<file path="src/dlpd_pkg.sv">
// Package of constants and types for the decimal length-prefixed deframer.
package dlpd_pkg;

  // Sizing
  localparam int LENGTH_LINE_MAX     = 10;
  localparam int PAYLOAD_BUFFER_SIZE = 4096;
  localparam int CNT_W   = $clog2(LENGTH_LINE_MAX + 1);
  localparam int PC_W    = $clog2(PAYLOAD_BUFFER_SIZE);
  localparam int MAG_W   = 30;
  localparam int IDLE_W  = 17;
  localparam int TMO_W   = 16;
  localparam int LEN_W   = 31;

  localparam logic [MAG_W-1:0]  MAG_LIMIT   = MAG_W'(999999999);
  localparam logic [IDLE_W-1:0] IDLE_MAX    = {IDLE_W{1'b1}};
  localparam logic [TMO_W-1:0]  TIMEOUT_RST = TMO_W'(300);

  // Input item function codes
  localparam logic [1:0] FUNC_DATA  = 2'd0;
  localparam logic [1:0] FUNC_START = 2'd1;
  localparam logic [1:0] FUNC_STOP  = 2'd2;
  localparam logic [1:0] FUNC_TICK  = 2'd3;

  // Parser phase codes
  localparam logic [1:0] PH_LENGTH   = 2'd0;
  localparam logic [1:0] PH_PAYLOAD  = 2'd1;
  localparam logic [1:0] PH_FINISHED = 2'd2;
  localparam logic [1:0] PH_ERROR    = 2'd3;

  // Number scan codes
  localparam logic [1:0] SCAN_SKIP = 2'd0;
  localparam logic [1:0] SCAN_NUM  = 2'd1;
  localparam logic [1:0] SCAN_DONE = 2'd2;

  // Characters
  localparam logic [7:0] CH_LF    = 8'h0A;
  localparam logic [7:0] CH_TAB   = 8'h09;
  localparam logic [7:0] CH_CR    = 8'h0D;
  localparam logic [7:0] CH_SPACE = 8'h20;
  localparam logic [7:0] CH_PLUS  = 8'h2B;
  localparam logic [7:0] CH_MINUS = 8'h2D;
  localparam logic [7:0] CH_ZERO  = 8'h30;
  localparam logic [7:0] CH_NINE  = 8'h39;

  typedef struct packed {
    logic [1:0]       phase;
    logic [CNT_W-1:0] char_cnt;
    logic [1:0]       scan;
    logic             neg;
    logic [MAG_W-1:0] mag;
    logic [PC_W-1:0]  pay_cnt;
    logic             active;
  } parse_t;

  localparam parse_t PARSE_CLEAR = '{
    phase:    PH_LENGTH,
    char_cnt: '0,
    scan:     SCAN_SKIP,
    neg:      1'b0,
    mag:      '0,
    pay_cnt:  '0,
    active:   1'b0
  };

endpackage

</file>
<file path="src/decimal_length_prefixed_deframer.sv">
// Decimal length-prefixed deframer: top level with parser, session timer and result register.
// The result of an accepted input transaction is registered and shows in the cycle after it.
// Throughput: one transaction per cycle; the input stalls only while a held result is stalled.
// Reset (rst_n low, synchronous): parser to the length phase, session inactive, idle
// count zero, timeout register back to 300 seconds, result register empty.
module decimal_length_prefixed_deframer (
  input  logic                           clk,
  input  logic                           rst_n,
  // Input channel
  input  logic                           in_valid,
  output logic                           in_stall,
  input  logic [1:0]                     in_func,
  input  logic [7:0]                     in_data_byte,
  // Result channel
  output logic                           out_valid,
  input  logic                           out_stall,
  output logic                           out_status,
  output logic                           out_payload_valid,
  output logic [7:0]                     out_payload_byte,
  output logic [dlpd_pkg::PC_W-1:0]      out_payload_index,
  output logic                           out_finished,
  output logic                           out_clear_cache,
  output logic                           out_active,
  output logic signed [dlpd_pkg::LEN_W-1:0] out_declared_length,
  // Configuration channel: idle timeout in seconds
  input  logic                           cfg_valid,
  output logic                           cfg_ready,
  input  logic [dlpd_pkg::TMO_W-1:0]     cfg_data
);
  import dlpd_pkg::*;

  // Parser and session state
  parse_t              ps_r, ps_nxt;
  logic [IDLE_W-1:0]   idle_r, idle_nxt;
  logic [TMO_W-1:0]    timeout_r;

  // Result register
  logic                out_valid_r, out_valid_nxt;
  logic                status_r, status_nxt;
  logic                pvalid_r, pvalid_nxt;
  logic [7:0]          pbyte_r, pbyte_nxt;
  logic [PC_W-1:0]     pidx_r, pidx_nxt;
  logic                finished_r;
  logic                clear_r, clear_nxt;
  logic                active_r;
  logic [LEN_W-1:0]    dlen_r, dlen_nxt;

  logic                in_accept;
  logic                is_digit;
  logic                is_blank;
  logic [MAG_W+3:0]    mag_x10;
  logic [PC_W:0]       pay_n;

  // The result register frees up when it is empty or its transaction completes this cycle
  assign in_stall  = out_valid_r && out_stall;
  assign in_accept = in_valid && !in_stall;
  assign cfg_ready = 1'b1;

  // Character classes of the incoming byte
  assign is_digit = (in_data_byte >= CH_ZERO) && (in_data_byte <= CH_NINE);
  assign is_blank = (in_data_byte == CH_SPACE) ||
                    ((in_data_byte >= CH_TAB) && (in_data_byte <= CH_CR));

  // Magnitude times ten plus the new digit, as shift-and-add
  assign mag_x10 = {1'b0, ps_r.mag, 3'b000} + {3'b000, ps_r.mag, 1'b0}
                 + (MAG_W+4)'(in_data_byte[3:0]);

  // Payload count after this byte
  assign pay_n = {1'b0, ps_r.pay_cnt} + (PC_W+1)'(1);

  // Next-state and result logic for one transaction
  always_comb begin
    ps_nxt     = ps_r;
    idle_nxt   = idle_r;
    status_nxt = 1'b0;
    pvalid_nxt = 1'b0;
    pbyte_nxt  = '0;
    pidx_nxt   = '0;
    clear_nxt  = 1'b0;

    unique case (in_func)
      FUNC_START: begin
        ps_nxt        = PARSE_CLEAR;
        ps_nxt.active = 1'b1;
        idle_nxt      = '0;
      end
      FUNC_STOP: begin
        ps_nxt.active = 1'b0;
        idle_nxt      = '0;
      end
      FUNC_TICK: begin
        // Count idle seconds, saturate at the top
        if (idle_r != IDLE_MAX) begin
          idle_nxt = idle_r + IDLE_W'(1);
        end
      end
      FUNC_DATA: begin
        if (ps_r.phase == PH_ERROR) begin
          // Report the bad reply and start over; the idle count stays
          ps_nxt     = PARSE_CLEAR;
          status_nxt = 1'b1;
        end else begin
          if (ps_r.phase == PH_LENGTH) begin
            if (ps_r.char_cnt == CNT_W'(LENGTH_LINE_MAX)) begin
              // Length line too long
              ps_nxt       = PARSE_CLEAR;
              ps_nxt.phase = PH_ERROR;
            end else begin
              ps_nxt.char_cnt = ps_r.char_cnt + CNT_W'(1);
              if (in_data_byte != CH_LF) begin
                // atoi-style scan: whitespace, sign, digits, then stop
                if (ps_r.scan == SCAN_SKIP) begin
                  if (!is_blank) begin
                    if (in_data_byte == CH_PLUS || in_data_byte == CH_MINUS) begin
                      ps_nxt.neg  = (in_data_byte == CH_MINUS);
                      ps_nxt.scan = SCAN_NUM;
                    end else if (is_digit) begin
                      ps_nxt.mag  = MAG_W'(in_data_byte[3:0]);
                      ps_nxt.scan = SCAN_NUM;
                    end else begin
                      ps_nxt.scan = SCAN_DONE;
                    end
                  end
                end else if (ps_r.scan == SCAN_NUM) begin
                  if (is_digit) begin
                    ps_nxt.mag = (mag_x10 > (MAG_W+4)'(MAG_LIMIT)) ?
                                 MAG_LIMIT : mag_x10[MAG_W-1:0];
                  end else begin
                    ps_nxt.scan = SCAN_DONE;
                  end
                end
              end else if (ps_r.neg || ps_r.mag == '0) begin
                // Zero or negative length
                ps_nxt       = PARSE_CLEAR;
                ps_nxt.phase = PH_ERROR;
              end else begin
                ps_nxt.phase = PH_PAYLOAD;
              end
            end
          end

          // The line feed that closes the length line is payload byte zero
          if (ps_nxt.phase == PH_PAYLOAD) begin
            if (pay_n >= (PC_W+1)'(PAYLOAD_BUFFER_SIZE)) begin
              // Buffer full: drop the frame without a report
              ps_nxt = PARSE_CLEAR;
            end else begin
              ps_nxt.pay_cnt = pay_n[PC_W-1:0];
              pvalid_nxt     = 1'b1;
              pbyte_nxt      = in_data_byte;
              pidx_nxt       = ps_r.pay_cnt;
              if (MAG_W'(pay_n) > ps_r.mag) begin
                ps_nxt.active = 1'b0;
                ps_nxt.phase  = PH_FINISHED;
              end
            end
          end

          if (ps_nxt.phase == PH_FINISHED) begin
            clear_nxt     = 1'b1;
            ps_nxt.active = 1'b0;
          end
          idle_nxt = '0;
        end
      end
      default: begin
        ps_nxt = ps_r;
      end
    endcase

    // Idle timeout drops the session
    if (idle_nxt > {1'b0, timeout_r}) begin
      ps_nxt.active = 1'b0;
    end

    dlen_nxt = ps_nxt.neg ? (LEN_W'(0) - {1'b0, ps_nxt.mag}) : {1'b0, ps_nxt.mag};
  end

  // Result register: load on accept, empty when the held transaction completes
  always_comb begin
    if (in_accept) begin
      out_valid_nxt = 1'b1;
    end else if (!out_stall) begin
      out_valid_nxt = 1'b0;
    end else begin
      out_valid_nxt = out_valid_r;
    end
  end

  always_ff @(posedge clk) begin
    if (!rst_n) begin
      ps_r        <= PARSE_CLEAR;
      idle_r      <= '0;
      timeout_r   <= TIMEOUT_RST;
      out_valid_r <= 1'b0;
    end else begin
      out_valid_r <= out_valid_nxt;
      if (in_accept) begin
        ps_r   <= ps_nxt;
        idle_r <= idle_nxt;
      end
      if (cfg_valid && cfg_ready) begin
        timeout_r <= cfg_data;
      end
    end
  end

  // Result payload: no reset needed
  always_ff @(posedge clk) begin
    if (in_accept) begin
      status_r   <= status_nxt;
      pvalid_r   <= pvalid_nxt;
      pbyte_r    <= pbyte_nxt;
      pidx_r     <= pidx_nxt;
      finished_r <= (ps_nxt.phase == PH_FINISHED);
      clear_r    <= clear_nxt;
      active_r   <= ps_nxt.active;
      dlen_r     <= dlen_nxt;
    end
  end

  assign out_valid           = out_valid_r;
  assign out_status          = status_r;
  assign out_payload_valid   = pvalid_r;
  assign out_payload_byte    = pbyte_r;
  assign out_payload_index   = pidx_r;
  assign out_finished        = finished_r;
  assign out_clear_cache     = clear_r;
  assign out_active          = active_r;
  assign out_declared_length = signed'(dlen_r);

  // An error report never carries a payload byte
  a_status_no_payload: assert property (@(posedge clk) disable iff (!rst_n)
    out_valid_r && status_r |-> !pvalid_r)
    else $error("error report carries a payload byte");

  // A cache-clear pulse only comes with the finished phase, with the session down
  a_clear_finished: assert property (@(posedge clk) disable iff (!rst_n)
    out_valid_r && clear_r |-> finished_r && !active_r)
    else $error("cache clear outside the finished phase");

  // Every way into the error phase passes through a parser clear
  a_error_cleared: assert property (@(posedge clk) disable iff (!rst_n)
    ps_r.phase == PH_ERROR |-> ps_r.mag == '0 && !ps_r.neg && ps_r.pay_cnt == '0)
    else $error("error phase holds parse state");

  // Payload bytes have been counted only in the payload or finished phase
  a_paycnt_phase: assert property (@(posedge clk) disable iff (!rst_n)
    ps_r.pay_cnt != '0 |-> ps_r.phase == PH_PAYLOAD || ps_r.phase == PH_FINISHED)
    else $error("payload count outside the payload phase");

  // A held, stalled result blocks the input
  a_stall_backpressure: assert property (@(posedge clk) disable iff (!rst_n)
    out_valid_r && out_stall |=> out_valid_r)
    else $error("stalled result lost");

endmodule

</file>
<file path="config.mk">
export PLATFORM = sky130hd
export DESIGN_NAME = decimal_length_prefixed_deframer
export DESIGN_NICKNAME = d
export VERILOG_FILES = /design/src/dlpd_pkg.sv /design/src/decimal_length_prefixed_deframer.sv
export SDC_FILE = /design/constraint.sdc
export NUM_CORES = 1
export LEC_CHECK = 0
export BUFFER_PORTS_ARGS = -buffer_cell sky130_fd_sc_hd__buf_2
export CAP_MARGIN = 20
export CORE_UTILIZATION = 33
export CTS_BUF_LIST = sky130_fd_sc_hd__clkbuf_4 sky130_fd_sc_hd__clkbuf_8
export DETAILED_ROUTE_END_ITERATION = 12
export HOLD_SLACK_MARGIN = 0.05
export PLACE_DENSITY = 0.51
export SLEW_MARGIN = 20
export SYNTH_ARGS = -nofsm -noshare
export SYNTH_HDL_FRONTEND = slang
export SYNTH_SLANG_ARGS = --single-unit
</file>
<file path="constraint.sdc">
create_clock -name clk -period 8.95 [get_ports clk]
set_input_delay 0.895 -clock clk [delete_from_list [all_inputs] [get_ports clk]]
set_output_delay 0.895 -clock clk [all_outputs]
set_load 0.1 [all_outputs]
</file>
== Word-level counts from Yosys, hierarchy flattened ==
Index checks and enable logic that the tools add are counted.

* Bits in registers: 142
* Input bits: 31
* Output and inout bits: 59
* Word-level logic and storage cells: 117

* $add $sub $neg: 6
* Order comparisons: 8
* Equal/unequal tests: 18
* Mux-type cells: 45
* Bitwise operators: 2
* Reductions and logical operators: 19

{| class="wikitable"
|+ Operator list
! cell !! count
|-
| 2-to-1 mux 52 bit || 8
|-
| 2-to-1 mux 30 bit || 7
|-
| case mux 51 bit (2 select lines) || 1
|-
| 2-to-1 mux 33 bit || 2
|-
| case mux 17 bit (3 select lines) || 1
|-
| 2-to-1 mux 50 bit || 1
|-
| 2-to-1 mux 37 bit || 1
|-
| adder 33 x 31 -> 34 bit || 1
|-
| adder 34 x 4 -> 34 bit || 1
|-
| greater-than comparator 34 x 30 -> 1 bit (second input constant) || 1
|-
| 2-to-1 mux 17 bit || 2
|-
| subtractor 1 x 30 -> 31 bit (first input constant) || 1
|-
| greater-than comparator 13 x 30 -> 1 bit || 1
|-
| zero test 30 bit || 1
|-
| 2-to-1 mux 13 bit || 2
|-
| == test 8 x 6 -> 1 bit (second input constant) || 3
|-
| adder 17 x 1 -> 17 bit (second input constant) || 1
|-
| greater-than comparator 17 x 16 -> 1 bit || 1
|-
| inequality test 17 bit (second input constant) || 1
|-
| 2-to-1 mux 2 bit || 8
|-
| adder 12 x 1 -> 13 bit (second input constant) || 1
|-
| greater-or-equal comparator 13 bit (second input constant) || 1
|-
| == test 2 bit (second input constant) || 5
|-
| 2-to-1 mux 1 bit || 10
|-
| 24 further kinds || 36
|}

== Longest topological paths before layout ==
* Depth after elaboration: 23
* Mapped depth: 22
* Gate-level depth less buffers: 22

== Worst setup path before layout ==
Ideal clock, no wire load.

* Path kind: input to register
* Start: in in_data_byte[3]
* End: reg dlen_r[16], in the netlist out_declared_length[16] (data pin)
* Library setup time: 0.277 ns
* Arrival: 5.245 ns
* Required time: 8.673 ns
* Slack: 3.428 ns
* Stages: 21
* Path buffers: 1
* Path through: inv_1 -> fa_1 -> inv_1 -> ha_1 -> a21oi_1 -> nand4b_1 -> a21oi_1 -> or3_4 -> xor2_2 -> nand4_1 -> o221a_2 -> o211ai_2 -> a21oi_1 -> o41a_1 -> ha_1 -> o211a_1 -> nand3b_1 -> and4bb_1 -> buf_2 -> a31oi_1 -> xor2_1

* Cells in the longest elaborated chain, start to end: 19
* Elaborated cells between the ends (all ways): 38
* Classes of those cells: 2 x add/sub; 5 x order compare; 5 x eq/ne; 22 x mux; 4 x reduce/logical

{| class="wikitable"
|+ Ends and longest elaborated chain
! what !! line !! source
|-
| from (decl) || decimal_length_prefixed_deframer.sv:13 || <nowiki>input logic [7:0] in_data_byte,</nowiki>
|-
| adder 34 x 4 -> 34 bit (tied with other cells) || decimal_length_prefixed_deframer.sv:66 || <nowiki>+ (MAG_W+4)'(in_data_byte[3:0]);</nowiki>
|-
| greater-than comparator 34 x 30 -> 1 bit / logical AND 1 bit (equally long branches) || decimal_length_prefixed_deframer.sv:126, decimal_length_prefixed_deframer.sv:60 ||
|-
| 2-to-1 mux 30 bit, on equally long branches || decimal_length_prefixed_deframer.sv:126, decimal_length_prefixed_deframer.sv:117 ||
|-
| 2-to-1 mux 30 bit, on equally long branches || decimal_length_prefixed_deframer.sv:125, decimal_length_prefixed_deframer.sv:114 ||
|-
| 2-to-1 mux 30 bit / 2-to-1 mux 33 bit (equally long branches) || decimal_length_prefixed_deframer.sv:124, decimal_length_prefixed_deframer.sv:113 ||
|-
| 2-to-1 mux 30 bit || decimal_length_prefixed_deframer.sv:112 || <nowiki>if (ps_r.scan == SCAN_SKIP) begin</nowiki>
|-
| 2-to-1 mux 33 bit || decimal_length_prefixed_deframer.sv:110 || <nowiki>if (in_data_byte != CH_LF) begin</nowiki>
|-
| 2-to-1 mux 52 bit * || decimal_length_prefixed_deframer.sv:104 || <nowiki>if (ps_r.char_cnt == CNT_W'(LENGTH_LINE_MAX)) begin</nowiki>
|-
| (+4 left out) || - ||
|-
| 2-to-1 mux 52 bit * || decimal_length_prefixed_deframer.sv:143 || <nowiki>if (ps_nxt.phase == PH_PAYLOAD) begin</nowiki>
|-
| 2-to-1 mux 52 bit * || decimal_length_prefixed_deframer.sv:98 || <nowiki>if (ps_r.phase == PH_ERROR) begin</nowiki>
|-
| 2-to-1 mux 52 bit * || decimal_length_prefixed_deframer.sv:81 || <nowiki>unique case (in_func)</nowiki>
|-
| 2-to-1 mux 52 bit * || decimal_length_prefixed_deframer.sv:98 ||
|-
| case mux 51 bit (2 select lines) * || decimal_length_prefixed_deframer.sv:81 ||
|-
| subtractor 1 x 30 -> 31 bit || decimal_length_prefixed_deframer.sv:176 || <nowiki>dlen_nxt = ps_nxt.neg ? (LEN_W'(0) - {1'b0, ps_nxt.mag}) : {1'b0, ps_nxt.mag};</nowiki>
|-
| 2-to-1 mux 30 bit * || decimal_length_prefixed_deframer.sv:176 ||
|-
| named net dlen_nxt[16] || decimal_length_prefixed_deframer.sv:46 || <nowiki>logic [LEN_W-1:0] dlen_r, dlen_nxt;</nowiki>
|-
| to (signal assigned) || decimal_length_prefixed_deframer.sv:218 || <nowiki>dlen_r <= dlen_nxt;</nowiki>
|-
| to (decl) || decimal_length_prefixed_deframer.sv:46 ||
|}

Mark *: on every way through the listed nets, which the timed path passes. The rest lies on a longest branch. The select of a mux whose other input is x is not followed.
A chain may end at the register's enable or synchronous reset.

== Worst setup path after layout ==
* Start: reg ps_r[13] in the netlist's numbering
* End: reg dlen_r[27], in the netlist out_declared_length[27] (data pin)

* Cells in the longest elaborated chain, start to end: 20
* Elaborated cells between the ends (all ways): 29
* Classes of those cells: 3 x add/sub; 1 x order compare; 1 x eq/ne; 22 x mux; 2 x reduce/logical

{| class="wikitable"
|+ Ends and longest elaborated chain
! what !! line !! source
|-
| from (decl) || decimal_length_prefixed_deframer.sv:33 || <nowiki>parse_t ps_r, ps_nxt;</nowiki>
|-
| from (signal assigned) || decimal_length_prefixed_deframer.sv:199 || <nowiki>ps_r <= ps_nxt;</nowiki>
|-
| adder 33 x 31 -> 34 bit || decimal_length_prefixed_deframer.sv:65 || <nowiki>assign mag_x10 = {1'b0, ps_r.mag, 3'b000} + {3'b000, ps_r.mag, 1'b0}</nowiki>
|-
| adder 34 x 4 -> 34 bit || decimal_length_prefixed_deframer.sv:66 ||
|-
| greater-than comparator 34 x 30 -> 1 bit || decimal_length_prefixed_deframer.sv:126 || <nowiki>ps_nxt.mag = (mag_x10 > (MAG_W+4)'(MAG_LIMIT)) ?</nowiki>
|-
| 2-to-1 mux 30 bit || decimal_length_prefixed_deframer.sv:126 ||
|-
| 2-to-1 mux 30 bit || decimal_length_prefixed_deframer.sv:125 || <nowiki>if (is_digit) begin</nowiki>
|-
| 2-to-1 mux 30 bit || decimal_length_prefixed_deframer.sv:124 || <nowiki>end else if (ps_r.scan == SCAN_NUM) begin</nowiki>
|-
| 2-to-1 mux 30 bit || decimal_length_prefixed_deframer.sv:112 ||
|-
| 2-to-1 mux 33 bit || decimal_length_prefixed_deframer.sv:110 ||
|-
| (+5 left out) || - ||
|-
| 2-to-1 mux 52 bit || decimal_length_prefixed_deframer.sv:143 ||
|-
| 2-to-1 mux 52 bit || decimal_length_prefixed_deframer.sv:98 ||
|-
| 2-to-1 mux 52 bit || decimal_length_prefixed_deframer.sv:81 ||
|-
| 2-to-1 mux 52 bit || decimal_length_prefixed_deframer.sv:98 ||
|-
| case mux 51 bit (2 select lines) * || decimal_length_prefixed_deframer.sv:81 ||
|-
| subtractor 1 x 30 -> 31 bit || decimal_length_prefixed_deframer.sv:176 ||
|-
| 2-to-1 mux 30 bit * || decimal_length_prefixed_deframer.sv:176 ||
|-
| named net dlen_nxt[27] || decimal_length_prefixed_deframer.sv:46 ||
|}

Marked as above.

==> out/results.tsv <==
stage	metric	value	unit
global_route	use_met1	0.310	
final_layout	seq_area	0.00340	mm2
synthesis	syn-mean-instance-area	8.03	um2
sta	fin_crit_sh	0.711	
worst_setup_path	crit_fanout	11	
status	status	finished, final reports clean	
placed_design	dp_hpwl	31.4	mm
clock_network	clk_latency	500	ps
global_route	antenna_found_initial	0	
final_layout	multi_input_area	0.00787	mm2
sta	setup_violations	0	
synthesis	synth_seq_area_share	0.287	
detailed_routing	ant_nets	0	
power	ir_worst_vdd	0.000121	V
clock_network	cts_hold_buf	0	
floorplanning	fp-row-count	69	
detailed_routing	viasPerCell	5.73	
run	drv_cap	0	
synthesis	synthDistinctLibCells	102	
clock_network	cts_max_level	4	
synthesis	syn_area	0.0119	mm2
sta	final-max-slew-violation-count	0	
final_layout	area_growth	10.2	%
synthesis	synth_edf_count	56	
final_layout	fill_cells	3753	
clock_network	cts_buffers	17	
worst_setup_path	critical_path_class	reg2reg	
detailed_routing	drc	0	
worst_setup_path	cp-end-kind	flop	
final_layout	nets	1654	
detailed_routing	wirelength	41.6	mm
placed_design	place_congestion	0.976	
detailed_routing	first_iter_violations	945	
sta	max_freq	157	MHz
detailed_routing	routedWlPerCell	20.9	um
placed_design	place_area	0.0126	mm2
global_route	met3_usage	0.0356	
power	finalPower	1.54	mW
sta	rsz0062_at_grt	false	
final_layout	num_antenna_cells	0	
global_route	grt_max_degree	61	
synthesis	async_flop_share	0	
floorplanning	die_w	191	um
worst_setup_path	startpoint_type	flop	
sta	hold_viol	0	
worst_setup_path	reg2reg_slack	2590	ps
power	p_per_area	118	mW/mm2
global_route	grt_overflow_total	0	
synthesis	synthCells	1476	
clock_network	cts-resized-gates	0	
floorplanning	core_area	0.0355	mm2
global_route	grt_pass1_wl	63.9	mm
detailed_routing	vias	11400	
clock_network	ctsLongestPathBuffers	2	
synthesis	synth_ff_type	dfxtp_1	
synthesis	syn-num-nets	1607	
power	leakage	5.34	nW
clock_network	clkSinkCount	142	
global_route	grtUsageTotal	0.230	
clock_network	root_buffer	clkbuf_8	
floorplanning	ioPinCount	90	
synthesis	yosysWarnings	0	
detailed_routing	first_pass_iters	6	
final_layout	layout-drive-gt1-share	0.123	
sta	tns	0	ps
clock_network	cts_setup_buffers	0	
floorplanning	start_util	0.334	
worst_setup_path	cp.required	9180	ps
sta	worst_pin_slew	1050	ps
sta	period_needed	6360	ps
worst_setup_path	arrival	6600	ps
final_layout	stdcell_area	0.0131	mm2
hold_path	hp-class	reg2reg	
placed_design	port_buffers	88	
global_route	grt_pass1_vias	10800	
synthesis	ys_ff_latch	142	
sta	relSlewSlack	0.289	
clock_network	clk_pin_slew	90	ps
global_route	use_met2	0.361	
global_route	busiest_layer	met2	
floorplanning	die_h	191	um
floorplanning	die_area	0.0367	mm2
sta	fin_skew	19.2	ps
clock_network	cts_tree	done	
[cells in the final DEF, fill, tap and decap left out, drive strengths merged, types with 11 or more instances in the layout]
master,instances
nand2,182
or3,11
a21o,27
nand2b,11
o21a,17
nor2,110
nor2b,34
a21oi,125
buf,101
o22ai,11
and2,41
a211oi,13
and3,13
nor3,36
o31ai,11
nand3,32
edfxtp,56
a21boi,26
a31oi,23
o21ai,106
o211ai,13
xor2,29
mux2i,15
nand4,27
inv,76
dfxtp,86
ha,98
xnor2,31
nor4,18
clkbuf,20
[Yosys cell counts, types with 13 or more instances]
master,n,area share
nand2_1,181,0.057
ha_1,98,0.10
mux2i_1,15,0.013
o21ai_0,99,0.042
o21a_1,17,0.011
nor2b_1,34,0.018
nor3_1,34,0.014
clkbuf_1,46,0.015
a21o_1,27,0.017
xnor2_1,31,0.023
nand3_1,32,0.014
nor4_1,16,0.0084
and3_1,13,0.0069
and2_1,41,0.022
nor2_1,108,0.034
dfxtp_1,86,0.15
a21oi_1,120,0.051
a21boi_0,26,0.016
xor2_1,28,0.021
a31oi_1,21,0.011
inv_1,72,0.023
buf_2,16,0.0068
nand4_1,27,0.014
edfxtp_1,56,0.14
[metal layers]
layer | share of wire | wire [um]
met5 | 0 | 0
met4 | 0.039 | 1620
met3 | 0.065 | 2690
met2 | 0.44 | 18100
met1 | 0.46 | 19200
[cell type report]
cell class,count,area share
Clock inverter,12,0.0102
Timing Repair Buffer,101,0.0412
Sequential cell,142,0.261
Clock buffer,20,0.0201
Multi-Input combinational cell,1189,0.603
Inverter,72,0.0208
Tap cell,461,0.0442
[flip-flops by register name, indices dropped and copies added (netlist names), 8 cells and up]
name and count:
idle_r 17, ps_r 52, out_declared_length 31, out_payload_index 12, timeout_r 16, out_payload_byte 8
[critical path, cell delays in order, from the launching register on]
cell      delay [ps]
dfxtp_1          550
inv_1            140
fa_1             530
fa_1             480
nand2b_1         200
a21oi_1          390
o21ai_1          250
a211oi_1         340
o31ai_1          110
o32a_1           220
or3_4            410
nand2b_4         170
a21oi_2          520
a31oi_1          290
nor4_4           400
nor4bb_2         680
a41oi_1          240
xnor2_1          170
[worst paths after layout]
path / start / to / depth (start not counted)
setup / recovery: ps_r[13] / out_declared_length[27] / 17
hold reg to reg: timeout_r[8] / timeout_r[8] / 2
setup reg to reg: ps_r[13] / out_declared_length[27] / 17
hold / removal: timeout_r[8] / timeout_r[8] / 2
[stage by stage]
stage | hold WS (ps) | setup slack (ps) | utilization | std cells
6_report | 491 | 2590 | 0.368 | 1997
5_1_grt | 509 | 2200 | 0.368 | 1997
4_1_cts | 497 | 2350 | 0.368 | 1997
3_5_place_dp | 483 | 1890 | 0.356 | 1965
3_3_place_gp | 480 | 1970 | 0.356 | 1965
2_1_floorplan | 459 | 3430 | - | 1476
[report_power, final]
| part | internal, mW | total [mW] | switching (mW) |
|---|---|---|---|
| sequential | 0.691 | 0.702 | 0.0111 |
| clock | 0.264 | 0.548 | 0.285 |
| combinational | 0.0625 | 0.286 | 0.224 |
| total | 1.02 | 1.54 | 0.519 |
[cell families after synthesis]
family | after synthesis | synth area share
other | 1 | 0.000316
AO/OA/AOI/OAI | 454 | 0.255
XOR/XNOR | 60 | 0.0450
multiplexers | 17 | 0.0146
buffers and inverters | 145 | 0.0506
flip-flops | 142 | 0.287
adder cells (fa/ha/maj) | 100 | 0.107
AND/OR/NAND/NOR | 557 | 0.241
Power figures use the tool's default switching activity.
